**src/hw/rtl/csru_pkg.sv**
```systemverilog
// Shared types and constants for the smoothstep resistivity update unit.
// No dependencies; every other file imports it.
`default_nettype none
package csru_pkg;

  localparam int WORD_BITS = 32;
  localparam int FRAC_BITS = 16;
  localparam int REG_W     = 31;
  localparam int SUM_W     = 64;
  localparam int ROOT_W    = 32;
  localparam int Q_W       = FRAC_BITS + 1;

  localparam logic [Q_W-1:0] ONE_Q = Q_W'(1) << FRAC_BITS;
  localparam logic [REG_W-1:0] WMAX_U = {REG_W{1'b1}};

  localparam logic [1:0] REG_RESIST_MAX = 2'd0;
  localparam logic [1:0] REG_RAMP_START = 2'd1;
  localparam logic [1:0] REG_RAMP_FULL  = 2'd2;

  typedef struct packed {
    logic signed [WORD_BITS-1:0] current_form;
    logic signed [WORD_BITS-1:0] edge_dx;
    logic signed [WORD_BITS-1:0] edge_dy;
    logic signed [WORD_BITS-1:0] edge_dz;
    logic signed [WORD_BITS-1:0] emf_in;
  } item_t;

  typedef struct packed {
    logic signed [WORD_BITS-1:0] emf_out;
    logic                        saturated;
  } result_t;

  function automatic logic [WORD_BITS-1:0] mag_w(input logic [WORD_BITS-1:0] v);
    return v[WORD_BITS-1] ? (~v + WORD_BITS'(1)) : v;
  endfunction

endpackage
`default_nettype wire

```
**src/hw/rtl/csru_div_cell.sv**
```systemverilog
// One restoring-division cell: one quotient bit per cell.
// Depends on csru_pkg only through the common import.
`default_nettype none
module csru_div_cell import csru_pkg::*; #(
  parameter int NUM_W  = 16,
  parameter int DEN_W  = 32,
  parameter int SIDE_W = 1
) (
  input  wire logic              clk,
  input  wire logic              rst,
  input  wire logic              en,
  input  wire logic              vin,
  input  wire logic [DEN_W-1:0]  rem_in,
  input  wire logic [NUM_W-1:0]  num_in,
  input  wire logic [NUM_W-1:0]  quo_in,
  input  wire logic [DEN_W-1:0]  den_in,
  input  wire logic [SIDE_W-1:0] side_in,
  output logic                   vout,
  output logic [DEN_W-1:0]       rem_out,
  output logic [NUM_W-1:0]       num_out,
  output logic [NUM_W-1:0]       quo_out,
  output logic [DEN_W-1:0]       den_out,
  output logic [SIDE_W-1:0]      side_out
);

  logic [DEN_W:0] rem_sh;
  logic [DEN_W:0] den_x;
  logic [DEN_W:0] diff;
  logic           ge;

  always_comb begin
    rem_sh = {rem_in, num_in[NUM_W-1]};
    den_x  = {1'b0, den_in};
    ge     = rem_sh >= den_x;
    diff   = rem_sh - den_x;
  end

  always_ff @(posedge clk) begin
    if (rst) begin
      vout <= 1'b0;
    end else if (en) begin
      vout <= vin;
    end
  end

  // Remainder stays below the divisor, so the top bit drops.
  always_ff @(posedge clk) begin
    if (en) begin
      rem_out  <= ge ? diff[DEN_W-1:0] : rem_sh[DEN_W-1:0];
      num_out  <= num_in << 1;
      quo_out  <= {quo_in[NUM_W-2:0], ge};
      den_out  <= den_in;
      side_out <= side_in;
    end
  end

endmodule
`default_nettype wire

```
**config.mk**
```make
export PLATFORM = sky130hd
export DESIGN_NAME = csru_div_cell
export DESIGN_NICKNAME = d
export VERILOG_FILES = /design/src/hw/rtl/csru_pkg.sv /design/src/hw/rtl/csru_div_cell.sv
export SDC_FILE = /design/constraint.sdc
export NUM_CORES = 1
export LEC_CHECK = 0
export BUFFER_PORTS_ARGS = -buffer_cell sky130_fd_sc_hd__buf_2
export CORE_ASPECT_RATIO = 2
export CORE_MARGIN = 2
export CORE_UTILIZATION = 53
export DETAILED_ROUTE_END_ITERATION = 8
export PLACE_DENSITY_LB_ADDON = 0.2
export SLEW_MARGIN = 15
export SYNTH_ARGS = -nofsm -noshare
export SYNTH_HDL_FRONTEND = slang
export SYNTH_SLANG_ARGS = --single-unit
```
**constraint.sdc**
```tcl
create_clock -name clk -period 6.29 [get_ports clk]
set_input_delay 0.629 -clock clk [delete_from_list [all_inputs] [get_ports clk]]
set_output_delay 0.629 -clock clk [all_outputs]
set_load 0.05 [all_outputs]
```
**After elaboration in Yosys (flattened, before gate mapping)**

Cells that the tools add are included.

- Flip-flop bits (word level): 97
- Output and inout port bits: 98
- Word-level logic and storage cells: 9

- $add $sub $neg: 1
- $lt $le $gt $ge: 1
- Multiplexer cells: 1

Operators by type and width:

| kind | number |
|---|---|
| 33-bit by 32-bit greater-or-equal comparator with 1-bit output | 1 |
| 32-bit 2-to-1 mux | 1 |
| 32-bit subtractor | 1 |

**Longest topological paths before layout**

- Word-level depth: 2
- Gate-level depth with buffers: 13
- Mapped depth without buffers: 12

**Least setup slack after synthesis**

OpenSTA, ideal clock, no wires.

- Path type: input port to flip-flop
- From: in den_in[7]
- To: reg rem_out[13], data pin
- Library setup time: 262 ps
- Arrival: 3138 ps
- Setup slack: 2890 ps
- Stages on the path: 12
- Buffers on the path: 2
- Cell sequence: inv_1 > ha_1 > buf_2 > nand4_1 > or4_1 > a21oi_1 > nor3_1 > a211oi_2 > o21ai_2 > o31ai_4 > buf_4 > mux2_1

- Word-level cells in the longest chain between the ends: 2
- Elaborated cells on any way between the ends: 3

Ends and longest elaborated chain:

| element | RTL line | text |
|---|---|---|
| start: declaration | csru_div_cell.sv:16 | `input wire logic [DEN_W-1:0] den_in,` |
| 32-bit subtractor / 33-bit by 32-bit greater-or-equal comparator with 1-bit output (equally long branches) | csru_div_cell.sv:35, csru_div_cell.sv:34 |  |
| 32-bit 2-to-1 mux * | csru_div_cell.sv:49 | `rem_out <= ge ? diff[DEN_W-1:0] : rem_sh[DEN_W-1:0];` |
| end signal: assignment | csru_div_cell.sv:49 |  |
| end: declaration | csru_div_cell.sv:19 | `output logic [DEN_W-1:0] rem_out,` |

Every way passes the cells marked *; elsewhere a longest branch is shown, timed or not.
A chain may end at the register's enable or synchronous reset.

**Final worst setup path**

- From: in num_in[15]
- To: reg rem_out[30], data pin

- Word-level cells in the longest chain between the ends: 2
- Elaborated cells on any way between the ends: 3

Ends and longest elaborated chain:

| element | RTL line | text |
|---|---|---|
| start: declaration | csru_div_cell.sv:14 | `input wire logic [NUM_W-1:0] num_in,` |
| 32-bit subtractor / 33-bit by 32-bit greater-or-equal comparator with 1-bit output (equally long branches) | csru_div_cell.sv:35, csru_div_cell.sv:34 |  |
| 32-bit 2-to-1 mux * | csru_div_cell.sv:49 |  |

Marks and branches as above.

==> impl_metrics.py <==
metrics = {
    "timing": {
        "maxSlewViolCount": 0,
        "finClkSkew_ns": 0,
        "rsz0062_at_grt": "no",
        "hold_viol": 0,
        "period_needed_ns": 3.64,
        "setup_tns_ns": 0,
        "max_slew_margin": 0.530,
        "tightest_slew_ns": 0.705,
        "period_share": 0.579,
        "max_freq_mhz": 274,
        "setup_viol": 0,
    },
    "power": {
        "power_uw": 1950,
        "pwr-share-seq": 0.414,
        "clkPwrFrac": 0.277,
        "switching_power_uw": 681,
        "p_per_area_nw_per_um2": 302,
        "combPwrFrac": 0.309,
        "power.leakage_uw": 0.00292,
        "peakVddDrop_mv": 0.199,
        "p_int_uw": 1270,
        "swShare": 0.349,
    },
    "worst_setup_path": {
        "required_ns": 6.38,
        "crit_path_end": "rem_out[30]",
        "cp_data_arrival_time_ns": 3.74,
        "slowest_delay_ns": 0.41,
        "cpMostUsedCell": "a21oi_1",
        "critPathLaunch": "num_in[15]",
        "path_cells": "buf_2 -> inv_1 -> ha_1 -> fa_1 -> nand2b_1 -> a21oi_1 -> o21ai_0 -> o311a_1 -> a31oi_1 -> a21oi_1 -> o41ai_1 -> xor2_1 -> mux2_1",
        "reg2reg_slack_ns": 5.71,
        "crit_type": "input port to register",
        "crit_slowest_cell": "fa_1",
        "r2r-end": "vout",
        "endpoint_kind": "register",
        "worstPathMaxFanout": 4,
        "reg2regPathDepth": 2,
        "timing.rr.start": "vout",
        "cp-start-kind": "input port",
    },
    "synth": {
        "synth_enable_flop_cells": 96,
        "ys_top_cells_by_count": "edfxtp_1 (96), a21oi_1 (56), inv_1 (38), nor2_1 (36), ha_1 (32)",
        "netlist_area_um2": 5140,
        "synth_top_area_share": 0.561,
        "ys_warn_count": 0,
        "synth_area_leaders": "edfxtp_1 (56%), ha_1 (7.8%), a21oi_1 (5.5%)",
        "async_flop_share": 0,
        "syn-num-nets": 580,
        "synth_top_cell_by_area": "edfxtp_1",
        "seq_area_frac_synth": 0.565,
        "synth.most_common_cell": "edfxtp_1",
        "ys_seq_elements": 97,
        "ys_types": 50,
        "synth.avg_cell_area_um2": 11.5,
        "synth-main-ff-cell": "edfxtp_1",
        "netlist_instances": 446,
    },
    "floorplanning": {
        "fp.dieH_um": 143,
        "initial_utilization": 0.547,
        "num_rows": 50,
        "fp.dieW_um": 73.6,
        "io_pins": 199,
        "design.die.area_um2": 10500,
        "core_region_area_um2": 9380,
    },
    "clocking": {
        "root_buffer": "clkbuf_16",
        "cts_resized": 0,
        "clock-sinks": 97,
        "clk_pin_slew_worst_paths_ns": 0.07,
        "cts_tree": "built",
        "hold_buffers": 0,
        "cts_buffers": 9,
        "post_cts_buffers": 0,
        "clock_path_buffers": 2,
        "cts-htree-levels": 3,
        "clock_latency_ns": 0.34,
    },
    "grt": {
        "grt_max_degree": 59,
        "antenna_found_initial": 0,
        "grt_pass1_wl_um": 19500,
        "grt_overflow": 0,
        "grt_use_total": 0.243,
        "grt_pass1_vias": 4196,
    },
    "finish": {
        "nFillCells": 719,
        "fin_nets": 771,
        "diodes": 0,
        "drive_gt1_frac": 0.347,
        "syn2layout_area_growth_pct": 26.0,
    },
    "drt": {
        "wire_per_inst_um": 16.9,
        "drc_errors": 0,
        "drt_first_pass_iters": 7,
        "vias": 4127,
        "first_iter_violations": 184,
        "detail-route-antenna-nets": 0,
        "vias_per_cell": 5.53,
        "routed_wl_um": 12600,
    },
    "job": {
        "cap_violations": 0,
    },
    "placed_design": {
        "hpwl_um": 10200,
        "place.gp.congestion": 0.889,
        "numPortBuffers": 196,
    },
    "min_path": {
        "hold_path_startpoint": "rst",
        "min_path_type": "input port to register",
    },
    "run_status": {
        "status": "completed",
    },
}
[per-stage QoR]
stage / util / hold slack (ns) / worst slack, ns / cells / instance area [um^2]
2_1_floorplan: - / 0.701 / 2.89 / 446 / 5140
3_3_place_gp: 0.658 / 0.467 / 2.26 / 730 / 6180
3_5_place_dp: 0.658 / 0.491 / 2.24 / 730 / 6180
4_1_cts: 0.690 / 0.424 / 2.58 / 746 / 6470
5_1_grt: 0.690 / 0.421 / 2.44 / 746 / 6470
6_report: 0.690 / 0.431 / 2.65 / 746 / 6470
[worst min path at each step]
| stage | endpoint | cells after the start |
|---|---|---|
| 2_1_floorplan | vout | 1 |
| 5_1_grt | vout | 2 |
| 6_report | vout | 2 |
| 4_1_cts | vout | 2 |
| 3_3_place_gp | vout | 2 |
| 3_5_place_dp | vout | 2 |
[power groups by stage]
stage | Clock, uW | Sequential (uW) | Combinational (uW)
finish | 540 | 809 | 605
global route | 572 | 815 | 646
CTS | 550 | 810 | 607
detailed placement | 0 | 823 | 604
global placement | 0 | 823 | 598
floorplan | 0 | 1070 | 200
[sequential cells by signal (all words and copies together) (netlist names)]
signal / count
side_out: 1
num_out: 15
quo_out: 16
vout: 1
rem_out: 32
den_out: 32
[layout make-up]
class	instances	area [um^2]	share of cell area
timing repair buffer	199	1010	0.155
tap	104	130	0.0201
inverter	38	143	0.0220
multi-input combinational	292	1990	0.308
clock buffer	10	229	0.0354
clock inverter	6	66.3	0.0102
sequential	97	2900	0.449
[cells in the final DEF (no fill, tap or decap), drive strengths merged, types with 2 or more instances in the layout]
cell type and n:
buf 199, nor2 36, o21a 6, and2 2
nand3 8, and4 2, nor2b 3, xor2 12
nor4 4, nand4 8, a31oi 5, nand2 26
a21oi 56, clkinv 2, o21ai 18, o211ai 4
xnor2 15, a2bb2oi 2, ha 32, o22ai 2
mux2 10, or4 2, o21bai 3, clkbuf 10
inv 39, nand2b 3, mux2i 2, o31ai 2
nor3 2, clkinvlp 2, a21o 12, edfxtp 96
a211oi 4
[kinds of logic (layout without fill, tap and decap cells)]
group / after synthesis / count (layout) / synth area share
adder cells (fa/ha/maj): 33 / 33 / 0.0818
XOR/XNOR: 27 / 27 / 0.0460
other: 1 / 1 / 0.000730
flip-flops: 97 / 97 / 0.565
AND/OR/NAND/NOR: 100 / 100 / 0.0913
AO/OA/AOI/OAI: 119 / 119 / 0.142
buffers and inverters: 57 / 253 / 0.0468
multiplexers: 12 / 12 / 0.0258
[worst max-delay path, delay by kind of cell]
kind                     cells  cell delay [ns]
AO/OA/AOI/OAI                6             1.75
multiplexers                 1             0.31
buffers and inverters        2             0.13
adder cells (fa/ha/maj)      2             0.63
AND/OR/NAND/NOR              1             0.18
XOR/XNOR                     1             0.11
[metal layers]
metal  part of all wire  routed length, um  track usage  vias to the layer above
met4              0.039                488        0.107                        0
met2               0.59               7420        0.486                      158
li1                   -                  -            -                     2013
met5                  0                  0            0                        -
met1               0.32               4070        0.217                     1920
met3              0.052                660       0.0487                       36
No activity file was read; power rests on OpenSTA's default activity.
