<file path="src/hw/rtl/csru_pkg.sv">
// Shared types and constants for the smoothstep resistivity update unit.
// No dependencies; every other file imports it.
`default_nettype none
package csru_pkg;

  localparam int WORD_BITS = 32;
  localparam int FRAC_BITS = 16;
  localparam int REG_W     = 31;
  localparam int SUM_W     = 64;
  localparam int ROOT_W    = 32;
  localparam int Q_W       = FRAC_BITS + 1;

  localparam logic [Q_W-1:0] ONE_Q = Q_W'(1) << FRAC_BITS;
  localparam logic [REG_W-1:0] WMAX_U = {REG_W{1'b1}};

  localparam logic [1:0] REG_RESIST_MAX = 2'd0;
  localparam logic [1:0] REG_RAMP_START = 2'd1;
  localparam logic [1:0] REG_RAMP_FULL  = 2'd2;

  typedef struct packed {
    logic signed [WORD_BITS-1:0] current_form;
    logic signed [WORD_BITS-1:0] edge_dx;
    logic signed [WORD_BITS-1:0] edge_dy;
    logic signed [WORD_BITS-1:0] edge_dz;
    logic signed [WORD_BITS-1:0] emf_in;
  } item_t;

  typedef struct packed {
    logic signed [WORD_BITS-1:0] emf_out;
    logic                        saturated;
  } result_t;

  function automatic logic [WORD_BITS-1:0] mag_w(input logic [WORD_BITS-1:0] v);
    return v[WORD_BITS-1] ? (~v + WORD_BITS'(1)) : v;
  endfunction

endpackage
`default_nettype wire

</file>
<file path="src/hw/rtl/csru_sqrt_cell.sv">
// One digit cell of the pipelined integer square root: one root bit per cell.
// Depends on csru_pkg for the radicand and root widths.
`default_nettype none
module csru_sqrt_cell import csru_pkg::*; #(
  parameter int SIDE_W = 1
) (
  input  wire logic              clk,
  input  wire logic              rst,
  input  wire logic              en,
  input  wire logic              vin,
  input  wire logic [SUM_W-1:0]  n_in,
  input  wire logic [ROOT_W-1:0] root_in,
  input  wire logic [ROOT_W+1:0] rem_in,
  input  wire logic [SIDE_W-1:0] side_in,
  output logic                   vout,
  output logic [SUM_W-1:0]       n_out,
  output logic [ROOT_W-1:0]      root_out,
  output logic [ROOT_W+1:0]      rem_out,
  output logic [SIDE_W-1:0]      side_out
);

  logic [ROOT_W+3:0] rem_sh;
  logic [ROOT_W+3:0] trial;
  logic              ge;

  always_comb begin
    rem_sh = {rem_in, n_in[SUM_W-1 -: 2]};
    trial  = {2'b00, root_in, 2'b01};
    ge     = rem_sh >= trial;
  end

  always_ff @(posedge clk) begin
    if (rst) begin
      vout <= 1'b0;
    end else if (en) begin
      vout <= vin;
    end
  end

  // Shift in one root bit; remainder never exceeds twice the root.
  always_ff @(posedge clk) begin
    if (en) begin
      n_out    <= n_in << 2;
      root_out <= {root_in[ROOT_W-2:0], ge};
      rem_out  <= ge ? (rem_sh[ROOT_W+1:0] - trial[ROOT_W+1:0]) : rem_sh[ROOT_W+1:0];
      side_out <= side_in;
    end
  end

endmodule
`default_nettype wire

</file>
<file path="config.mk">
export PLATFORM = sky130hd
export DESIGN_NAME = csru_sqrt_cell
export DESIGN_NICKNAME = d
export VERILOG_FILES = /design/src/hw/rtl/csru_pkg.sv /design/src/hw/rtl/csru_sqrt_cell.sv
export SDC_FILE = /design/constraint.sdc
export NUM_CORES = 1
export LEC_CHECK = 0
export BUFFER_PORTS_ARGS = -buffer_cell sky130_fd_sc_hd__buf_4
export CORE_UTILIZATION = 48
export CTS_CLUSTER_SIZE = 25
export DETAILED_ROUTE_END_ITERATION = 12
export PLACE_DENSITY_LB_ADDON = 0.1
export SYNTH_ARGS = -nofsm -noshare
export SYNTH_HDL_FRONTEND = slang
export SYNTH_SLANG_ARGS = --single-unit
</file>
<file path="constraint.sdc">
create_clock -name clk -period 3.55 [get_ports clk]
set_input_delay 0.8875 -clock clk [delete_from_list [all_inputs] [get_ports clk]]
set_output_delay 0.8875 -clock clk [all_outputs]
set_load 0.03 [all_outputs]
</file>
# == Word level (Yosys, flattened, before mapping) ==
# Cells that the tools add are included.
# classes
add_sub_neg,1
magnitude_cmp,1
muxes,1
# ops
op,count
$ge 36x34->1,1
$mux 34,1
$sub 34x34->34,1
# totals
regBits,130
elab_cells,8
output_inout_bits,132

# == Logic depth before layout (Yosys ltp) ==
# Gate-level depths: netlist of run 1.
# logic_depth
depth_word,2
ltp_mapped,13
ltp_nobuf,10

# == Least setup slack after synthesis of run 1 ==
# No wires, ideal clock.
# synth_timing
kind,input port to flip-flop
startpoint,in root_in[27]
endpoint,"reg rem_out[3], data pin"
cell_stages,10
arrival_ns,3.008
setup_ns,0.262
n_path_buf,1
path_slack_ns,0.280
cell_sequence,inv_1 ha_1 a21o_1 a21o_1 a21o_1 a311o_1 a211oi_1 o21a_1 buf_4 mux2_1
# synth_between
elab_chain_len,2
# synth_rtl
item,line_no,rtl
from (decl),csru_sqrt_cell.sv:12,"input wire logic [ROOT_W-1:0] root_in,"
$ge 36x34->1,csru_sqrt_cell.sv:29,ge = rem_sh >= trial;
$mux 34,csru_sqrt_cell.sv:45,rem_out <= ge ? (rem_sh[ROOT_W+1:0] - trial[ROOT_W+1:0]) : rem_sh[ROOT_W+1:0];
to (signal assigned),csru_sqrt_cell.sv:45,
to (decl),csru_sqrt_cell.sv:18,"output logic [ROOT_W+1:0] rem_out,"
# Every way passes these cells.
# A chain may end at the register's enable or synchronous reset.

# == Worst setup path in the final report of run 1 ==
# layout_timing
startpoint,in root_in[3]
endpoint,"reg rem_out[26], data pin"
# layout_between
elab_chain_len,2
elab_cells_between_ends,3
cone_classes,add/sub: 1; order compare: 1; mux: 1
# layout_rtl
item,line_no
$sub 34x34->34 / $ge 36x34->1 (equally long branches),"csru_sqrt_cell.sv:45, csru_sqrt_cell.sv:29"
$mux 34 *,csru_sqrt_cell.sv:45
# Mark *: on every way between the ends. The rest lies on a longest branch, timed or not.

==> impl_metrics.env, run 1 <==
export IMPL_crit_buf_inv=2
export IMPL_fin_skew_ps=0
export IMPL_ff2ff_setup_slack_ps=2980
export IMPL_io_pins=267
export IMPL_syn_inst=498
export IMPL_synth_adder_area_share_pct=6.77
export IMPL_start_kind="input pin"
export IMPL_crit_path_top_delay_cell="a311oi_4"
export IMPL_cpMostUsedCell="a311oi_4"
export IMPL_maxCapViolations=0
export IMPL_hold_depth=2
export IMPL_grt_ovfl_total=0
export IMPL_dr_pass1_iters=5
export IMPL_synth_compound_area_share_pct=13.7
export IMPL_power_density_nw_per_um2=519
export IMPL_hpwl_mm=12.4
export IMPL_crit_family="compound AO/OA/AOI/OAI gates"
export IMPL_clock_root_buffer="clkbuf_16"
export IMPL_synth_xor_area_share_pct=3.90
export IMPL_critical_path_cell_chain="buf_4 > inv_1 > ha_1 > a21o_1 > or3_1 > o21a_2 > a311oi_4 > o21ai_2 > a311oi_4 > mux2i_1 > a31o_1"
export IMPL_grt_util_all_layers_pct=23.4
export IMPL_ys_ff_latch=130
export IMPL_reg2regPathDepth=2
export IMPL_synth_edf_count=129
export IMPL_tns_ps=0
export IMPL_final_setup_viol_count=0
export IMPL_async_reset_ff_share_pct=0
export IMPL_yosys_most_used_dff="edfxtp_1"
export IMPL_cts_hold_buf=0
export IMPL_drive_gt1_share_pct=40.7
export IMPL_synth_top_area_share_pct=61.6
export IMPL_crit_type="input pin to register"
export IMPL_min_path_type="register to register"
export IMPL_cp_required_ps=3710
export IMPL_min_to="vout"
export IMPL_timing_final_crit_share_pct=87.5
export IMPL_core_um2=12700
export IMPL_crit_fanout=3
export IMPL_synth_top_family_by_area="compound AO/OA/AOI/OAI gates"
export IMPL_cts_sinks=130
export IMPL_rsz0062_at_grt="false"
export IMPL_p_leak_nw=4.11
export IMPL_hp_start="vout"
export IMPL_worst_skew_pair_late_latency_ps=400
export IMPL_synth_top_cells_by_area="edfxtp_1, ha_1, nand2_1"
export IMPL_place_gp_congestion=0.872
export IMPL_avgSynthCellArea_um2=12.6
export IMPL_num_rows=41
export IMPL_drt_iter0_drc=419
export IMPL_synth_simple_area_share_pct=8.74
export IMPL_nNetsFinal=959
export IMPL_hold_viol_final=0
export IMPL_initial_utilization_pct=49.6
export IMPL_cpPeakStageDelay_ps=400
export IMPL_whs_ps=498
export IMPL_place_area_um2=8590
export IMPL_r2r_end="vout"
export IMPL_post_cts_setup_buffer_count=0
export IMPL_via_count=5066
export IMPL_antenna_cells=0
export IMPL_io_buffers=264
export IMPL_seq_area_frac_synth_pct=62.0
export IMPL_die_x_um=116
export IMPL_post_drt_wl_per_cell_um=16.4
export IMPL_fin_crit_ps=3110
export IMPL_syn_area_um2=6280
export IMPL_antenna_found_initial=0
export IMPL_critical_path_arrival_ps=3270
export IMPL_antenna_left=0
export IMPL_cts_buffers=17
export IMPL_yosysMostFrequentCell="edfxtp_1"
export IMPL_yosys_top_cells_count="edfxtp_1, nand2_1, inv_1"
export IMPL_synthToLayoutAreaGrowth_pct=45.7
export IMPL_tightestPinTransition_ps=664
export IMPL_final_cell_area_um2=9160
export IMPL_cts_tree="built"
export IMPL_dieArea_um2=13600
export IMPL_slew_headroom_pct=55.7
export IMPL_reg2reg_from="vout"
export IMPL_slew_viol_final=0
export IMPL_cts_resized_gates=0
export IMPL_viasPerCell=5.20
export IMPL_yosys_mux_area_fraction_pct=1.17
export IMPL_max_freq_mhz=322
export IMPL_vdd_ir_drop_max_v=0.000253
export IMPL_die_h_um=116
export IMPL_synth_top_area_cell="edfxtp_1"
export IMPL_synth_cell_types=58
export IMPL_drcViolationCount=0
export IMPL_cp_end_kind="register"
export IMPL_grt_pass1_wl_mm=23.9
export IMPL_clockBufferDepth=2
export IMPL_outcome="complete, no violations"
export IMPL_yosysWarnings=0
export IMPL_totalWireLength_mm=16.0
export IMPL_cts_max_level=4
export IMPL_finalPower_w=0.00475
export IMPL_grt_pass1_vias=4789
export IMPL_cts_reportedPaths_clkPinSlew_ps=60
export IMPL_grt_max_degree=61
-- area by class of cell --
type	count	area (um^2)
Clock buffer	20	457
Clock inverter	12	106
Fill cell	909	3520
Inverter	42	158
Multi-Input combinational cell	313	2170
Sequential cell	130	3890
Tap cell	172	215
Timing Repair Buffer	286	2160
-- kinds of logic (layout without fill, tap and decap cells) --
kind of cell             after synthesis  in the layout
multiplexers                           7              7
other                                  1              2
flip-flops                           130            130
AND/OR/NAND/NOR                      113            113
XOR/XNOR                              28             28
buffers and inverters                 56            360
AO/OA/AOI/OAI                        129            129
adder cells (fa/ha/maj)               34             34
-- registers in the layout, summed over array words and instances (netlist names) --
name,cells
n_out,62
side_out,1
rem_out,34
root_out,32
vout,1
-- tightest hold or removal path, delay by kind of cell, from the launching register on --
| family | cells | cell delay [ps] |
|---|---|---|
| flip-flops | 1 | 330 |
| AND/OR/NAND/NOR | 1 | 70 |
| multiplexers | 1 | 60 |
-- worst max-delay path by stage --
stage | cells after the start | startpoint | to
2_1_floorplan | 10 | root_in[27] | rem_out[3]
3_3_place_gp | 11 | root_in[3] | rem_out[26]
3_5_place_dp | 11 | root_in[3] | rem_out[26]
4_1_cts | 11 | root_in[3] | rem_out[26]
5_1_grt | 11 | root_in[0] | rem_out[27]
6_report | 11 | root_in[3] | rem_out[26]
-- metrics by stage --
step	util, %	setup WS (ps)	cells
2_1_floorplan	-	280	499
3_3_place_gp	67.8	75.1	943
3_5_place_dp	67.8	50.5	943
4_1_cts	72.3	490	975
5_1_grt	72.3	185	975
6_report	72.3	443	975
-- routing by layer --
layer	wire, um	part of all wire (%)	GRT usage, %	up-vias
li1	-	-	-	2435
met1	6190	39	27.4	2393
met2	8390	52	41.3	218
met3	1170	7.3	5.76	20
met4	227	1.4	9.32	0
met5	0	0	0	-
-- report_power, final --
part           switching, W  internal (W)
logic              0.000700      0.000484
clock network      0.000650      0.000999
registers         0.0000436       0.00188
total               0.00139       0.00336
-- placed cells by master, fill, tap and decap left out, types with 5 or more instances in the layout --
cell type / netlist / final
a31oi_1: 5 / 5
and2_1: 6 / 6
o21ai_1: 31 / 31
xor2_1: 16 / 16
edfxtp_1: 129 / 129
ha_1: 34 / 34
o21ai_0: 12 / 12
clkbuf_16: 0 / 17
nor3_1: 8 / 8
nand2_1: 48 / 48
nor2_1: 15 / 15
and3_1: 9 / 9
inv_1: 41 / 41
xnor2_1: 12 / 12
buf_4: 3 / 285
a21o_1: 21 / 21
nand4_1: 7 / 7
nand2b_1: 6 / 6
a21oi_1: 26 / 26
No activity file was read; power rests on OpenSTA's default activity.
==> run 2, diff against run 1 <==
CTS_BUF_LIST = sky130_fd_sc_hd__clkbuf_4 sky130_fd_sc_hd__clkbuf_8 sky130_fd_sc_hd__clkbuf_16   (was not set)
==> run 2 against run 1 <==
Effect of this change:
- sequential share of layout area barely moved
- critical path depth stayed put
- clock power barely moved
- via count hardly changed
- utilization about the same
- critical endpoint unchanged
- largest power group unchanged
==> impl_metrics.env, run 2 (same netlist as run 1, synthesis figures left out) <==
export IMPL_largest_reg_flops=62
export IMPL_slew_viol_final=0
export IMPL_post_cts_setup_buffer_count=0
export IMPL_vdd_ir_drop_max_v=0.000253
export IMPL_cts_tree="built"
export IMPL_timing_final_crit_share_pct=87.5
export IMPL_io_buffers=264
export IMPL_pwr_share_comb_pct=24.9
export IMPL_fin_crit_ps=3110
export IMPL_maxCapViolations=0
export IMPL_nNetsFinal=959
export IMPL_tightestPinTransition_ps=668
export IMPL_dr_pass1_iters=5
export IMPL_core_um2=12700
export IMPL_cpMostUsedCell="a311oi_4"
export IMPL_power_switching_w=0.00139
export IMPL_grt_pass1_wl_mm=23.9
export IMPL_grt_max_degree=61
export IMPL_cp_required_ps=3710
export IMPL_cts_sinks=130
export IMPL_whs_ps=498
export IMPL_top_register="n_out"
export IMPL_place_gp_congestion=0.872
export IMPL_hold_viol_final=0
export IMPL_start_kind="input pin"
export IMPL_p_int_w=0.00337
export IMPL_drive_gt1_share_pct=40.8
export IMPL_final_setup_viol_count=0
export IMPL_viasPerCell=5.19
export IMPL_crit_buf_inv=2
export IMPL_die_h_um=116
export IMPL_cts_hold_buf=0
export IMPL_antenna_left=0
export IMPL_p_leak_nw=4.11
export IMPL_drcViolationCount=0
export IMPL_cts_buffers=17
export IMPL_cp_end_kind="register"
export IMPL_clockBufferDepth=2
export IMPL_grt_ovfl_total=0
export IMPL_die_x_um=116
export IMPL_grt_pass1_vias=4789
export IMPL_cts_resized_gates=0
export IMPL_cts_max_level=4
export IMPL_hpwl_mm=12.4
export IMPL_rsz0062_at_grt="false"
export IMPL_power_density_nw_per_um2=520
export IMPL_slew_headroom_pct=55.4
export IMPL_antenna_found_initial=0
export IMPL_via_count=5065
export IMPL_p_sw_share_pct=29.3
export IMPL_reg_top3="n_out: 62 flops, rem_out: 34 flops, root_out: 32 flops"
export IMPL_critical_path_arrival_ps=3270
export IMPL_grt_util_all_layers_pct=23.4
export IMPL_crit_type="input pin to register"
export IMPL_critical_path_cell_chain="buf_4 > inv_1 > ha_1 > a21o_1 > or3_1 > o21a_2 > a311oi_4 > o21ai_2 > a311oi_4 > mux2i_1 > a31o_1"
export IMPL_tns_ps=0
export IMPL_post_drt_wl_per_cell_um=16.4
export IMPL_num_rows=41
export IMPL_cts_reportedPaths_clkPinSlew_ps=60
export IMPL_clock_root_buffer="clkbuf_16"
export IMPL_ff2ff_setup_slack_ps=2980
export IMPL_fin_skew_ps=0
export IMPL_crit_family="compound AO/OA/AOI/OAI gates"
export IMPL_drt_iter0_drc=419
export IMPL_dieArea_um2=13600
export IMPL_max_freq_mhz=322
export IMPL_p_clk_share_pct=34.8
export IMPL_outcome="complete, no violations"
export IMPL_synthToLayoutAreaGrowth_pct=45.8
export IMPL_io_pins=267
export IMPL_final_cell_mix="buf_4, edfxtp_1, nand2_1"
export IMPL_antenna_cells=0
export IMPL_worst_skew_pair_late_latency_ps=400
export IMPL_crit_fanout=3
export IMPL_min_path_type="register to register"
export IMPL_mostFrequentLayoutCell="buf_4"
export IMPL_cpPeakStageDelay_ps=400
export IMPL_totalWireLength_mm=16.0
export IMPL_initial_utilization_pct=49.6
export IMPL_crit_path_top_delay_cell="a311oi_4"
export IMPL_seqPwrFrac_pct=40.4
run 2: path summary, 6_finish.rpt:
check / from / to / depth (start not counted)
setup / recovery: root_in[3] / rem_out[26] / 11
hold / removal: vout / vout / 2
setup reg to reg: vout / vout / 2
hold reg to reg: vout / vout / 2
run 2: metrics by stage:
| stage | area, um^2 | util (%) | total power (W) | cells | setup WS (ps) |
|---|---|---|---|---|---|
| floorplan | 6290 | - | 0.00263 | 499 | 280 |
| global placement | 8590 | 67.8 | 0.00312 | 943 | 75.1 |
| detailed placement | 8590 | 67.8 | 0.00314 | 943 | 50.5 |
| CTS | 9160 | 72.3 | 0.00479 | 975 | 490 |
| global route | 9160 | 72.3 | 0.00494 | 975 | 185 |
| finish | 9160 | 72.3 | 0.00476 | 975 | 443 |
run 2: metal layers:
layer | vias to the layer above | part of all wire, % | track usage (%)
li1 | 2435 | - | -
met5 | - | 0 | 0
met2 | 216 | 52 | 41.3
met3 | 20 | 7.3 | 5.76
met1 | 2394 | 39 | 27.4
met4 | 0 | 1.4 | 9.32
run 2: area by class of cell:
cell class | count | area, um^2
well taps | 172 | 215
fillers | 907 | 3510
multi-input cells | 313 | 2170
flip-flops and latches | 130 | 3890
repair buffers | 286 | 2160
clock buffers | 20 | 460
inverters | 42 | 158
clock inverters | 12 | 106
run 2: power by group through the flow:
stage | Clock [W] | Combinational [W] | Sequential [W]
after floorplan | 0 | 0.000362 | 0.00227
after global placement | 0 | 0.00116 | 0.00195
after detailed placement | 0 | 0.00118 | 0.00195
after CTS | 0.00169 | 0.00119 | 0.00192
after global routing | 0.00174 | 0.00127 | 0.00194
final | 0.00166 | 0.00118 | 0.00192
run 2: tightest hold or removal path, stage by stage, from the launching register on:
cell	delay [ps]
dfxtp_1	330
mux2i_1	60
nor2_1	70
==> run 3, diff against run 2 <==
MAX_ROUTING_LAYER = met4   (was not set)
REMOVE_ABC_BUFFERS = 1   (was not set)
==> run 3 against run 2 <==
Effect of this change:
- global-route usage increased by 1.3 points
- largest cell class unchanged
- non-clock buffer count increased by 2
- utilization increased by 0.86 points
==> impl_metrics.env, run 3 (same netlist as run 1, synthesis figures left out) <==
export IMPL_ff2ff_setup_slack_ps=2980
export IMPL_slew_viol_final=0
export IMPL_antenna_found_initial=0
export IMPL_crit_fanout=7
export IMPL_worst_skew_pair_late_latency_ps=410
export IMPL_hp_start="vout"
export IMPL_hpwl_mm=12.5
export IMPL_cpPeakStageDelay_ps=420
export IMPL_crit_buf_inv=3
export IMPL_vdd_ir_drop_max_v=0.000316
export IMPL_crit_type="input pin to register"
export IMPL_whs_ps=498
export IMPL_timing_final_crit_share_pct=87.0
export IMPL_final_setup_viol_count=0
export IMPL_drive_gt1_share_pct=41.0
export IMPL_tightestPinTransition_ps=636
export IMPL_mostFrequentLayoutCell="buf_4"
export IMPL_viasPerCell=5.10
export IMPL_maxCapViolations=0
export IMPL_max_freq_mhz=324
export IMPL_cp_required_ps=3710
export IMPL_post_drt_wl_per_cell_um=16.5
export IMPL_cts_hold_buf=0
export IMPL_grt_max_degree=47
export IMPL_initial_utilization_pct=49.6
export IMPL_antenna_left=0
export IMPL_m1WireLength_mm=6.21
export IMPL_totalWireLength_mm=16.1
export IMPL_wl_met2_mm=8.27
export IMPL_grt_ovfl_total=0
export IMPL_cts_buffers=17
export IMPL_io_pins=267
export IMPL_route_met3_wl_mm=1.20
export IMPL_top_register="n_out"
export IMPL_final_util_pct=73.1
export IMPL_core_um2=12700
export IMPL_start_kind="input pin"
export IMPL_seqPwrFrac_pct=38.3
export IMPL_post_cts_setup_buffer_count=0
export IMPL_grt_util_all_layers_pct=24.7
export IMPL_crit_family="compound AO/OA/AOI/OAI gates"
export IMPL_nFillCells=861
export IMPL_largest_reg_flops=62
export IMPL_synthToLayoutAreaGrowth_pct=47.5
export IMPL_cts_sinks=130
export IMPL_power_density_nw_per_um2=542
export IMPL_r2r_end="vout"
export IMPL_clockBufferDepth=2
export IMPL_critical_path_cell_chain="buf_4 > inv_1 > ha_1 > a21o_1 > o41ai_1 > o211ai_1 > a211oi_1 > o21a_2 > inv_2 > mux2_1"
export IMPL_nNetsFinal=961
export IMPL_p_sw_share_pct=27.7
export IMPL_cts_reportedPaths_clkPinSlew_ps=60
export IMPL_grt_pass1_wl_mm=24.1
export IMPL_hold_viol_final=0
export IMPL_p_int_w=0.00363
export IMPL_top_layer="met4"
export IMPL_min_path_type="register to register"
export IMPL_hold_depth=2
export IMPL_outcome="complete, no violations"
export IMPL_min_to="vout"
export IMPL_cp_end_kind="register"
export IMPL_critical_path_arrival_ps=3250
export IMPL_reg2reg_from="vout"
export IMPL_p_clk_share_pct=38.1
export IMPL_num_rows=41
export IMPL_grt_pass1_vias=4837
export IMPL_cts_resized_gates=0
export IMPL_antenna_cells=0
export IMPL_rsz0062_at_grt="false"
export IMPL_dieArea_um2=13600
export IMPL_die_x_um=116
export IMPL_fin_crit_ps=3090
export IMPL_drt_iter0_drc=335
export IMPL_final_cell_mix="buf_4, edfxtp_1, nand2_1"
export IMPL_dr_pass1_iters=4
export IMPL_cts_max_level=4
export IMPL_reg2regPathDepth=2
export IMPL_drcViolationCount=0
export IMPL_cts_tree="built"
export IMPL_place_gp_congestion=0.871
export IMPL_p_leak_nw=4.16
export IMPL_io_buffers=264
export IMPL_via_count=4985
export IMPL_crit_path_top_delay_cell="o41ai_1"
export IMPL_pwr_share_comb_pct=23.6
export IMPL_slew_headroom_pct=57.6
export IMPL_fin_skew_ps=0
export IMPL_power_switching_w=0.00139
export IMPL_reg_top3="n_out: 62 flops, rem_out: 34 flops, root_out: 32 flops"
export IMPL_clock_root_buffer="clkbuf_16"
export IMPL_die_h_um=116
==> run 3: cell types whose count changed in the layout (fill, tap and decap cells not counted), sizes merged <==
cell / previous run / this run
buf: 286 / 288
clkinv: 5 / 2
clkbuf: 20 / 19
bufinv: 1 / 5
==> run 3: layout make-up <==
type	count	area [um^2]	area share, %
sequential	130	3890	42.0
clock inverter	13	208	2.24
tap	172	215	2.32
timing repair buffer	288	2190	23.6
clock buffer	19	440	4.75
multi-input combinational	313	2170	23.4
inverter	42	158	1.70
==> run 3: tightest hold or removal path: cells and delay by family (launching register included) <==
family / cells / cell delay [ps]
AND/OR/NAND/NOR: 1 / 80
multiplexers: 1 / 60
flip-flops: 1 / 320
==> run 3: power groups by stage <==
stage / Clock, W / Combinational, W / Sequential, W
6_report: 0.00191 / 0.00118 / 0.00192
5_1_grt: 0.00199 / 0.00127 / 0.00194
4_1_cts: 0.00193 / 0.00119 / 0.00192
3_5_place_dp: 0 / 0.00118 / 0.00195
3_3_place_gp: 0 / 0.00117 / 0.00195
2_1_floorplan: 0 / 0.000356 / 0.00227
==> run 3: how the worst max path moves through the flow <==
| stage | from | end | cells after the start |
|---|---|---|---|
| finish | root_in[7] | rem_out[27] | 10 |
| global placement | root_in[7] | rem_out[32] | 10 |
| floorplan | root_in[27] | rem_out[27] | 10 |
| CTS | root_in[7] | rem_out[27] | 10 |
| global route | root_in[7] | rem_out[27] | 10 |
| detailed placement | root_in[7] | rem_out[27] | 10 |
==> run 3: layer usage <==
layer,track usage (%),up-vias
met5,-,-
met4,10.6,0
met3,7.21,30
met2,42.6,200
met1,26.4,2309
li1,-,2446
==> run 3: per-stage QoR <==
| step | setup slack, ps | setup TNS, ps | cell area [um^2] | std cells | total power (W) |
|---|---|---|---|---|---|
| floorplan | -582 | -11720 | 6220 | 485 | 0.00263 |
| global placement | 103 | 0 | 8620 | 945 | 0.00312 |
| detailed placement | 57.4 | 0 | 8620 | 945 | 0.00313 |
| CTS | 471 | 0 | 9270 | 977 | 0.00505 |
| global route | 257 | 0 | 9270 | 977 | 0.00520 |
| finish | 462 | 0 | 9270 | 977 | 0.00502 |
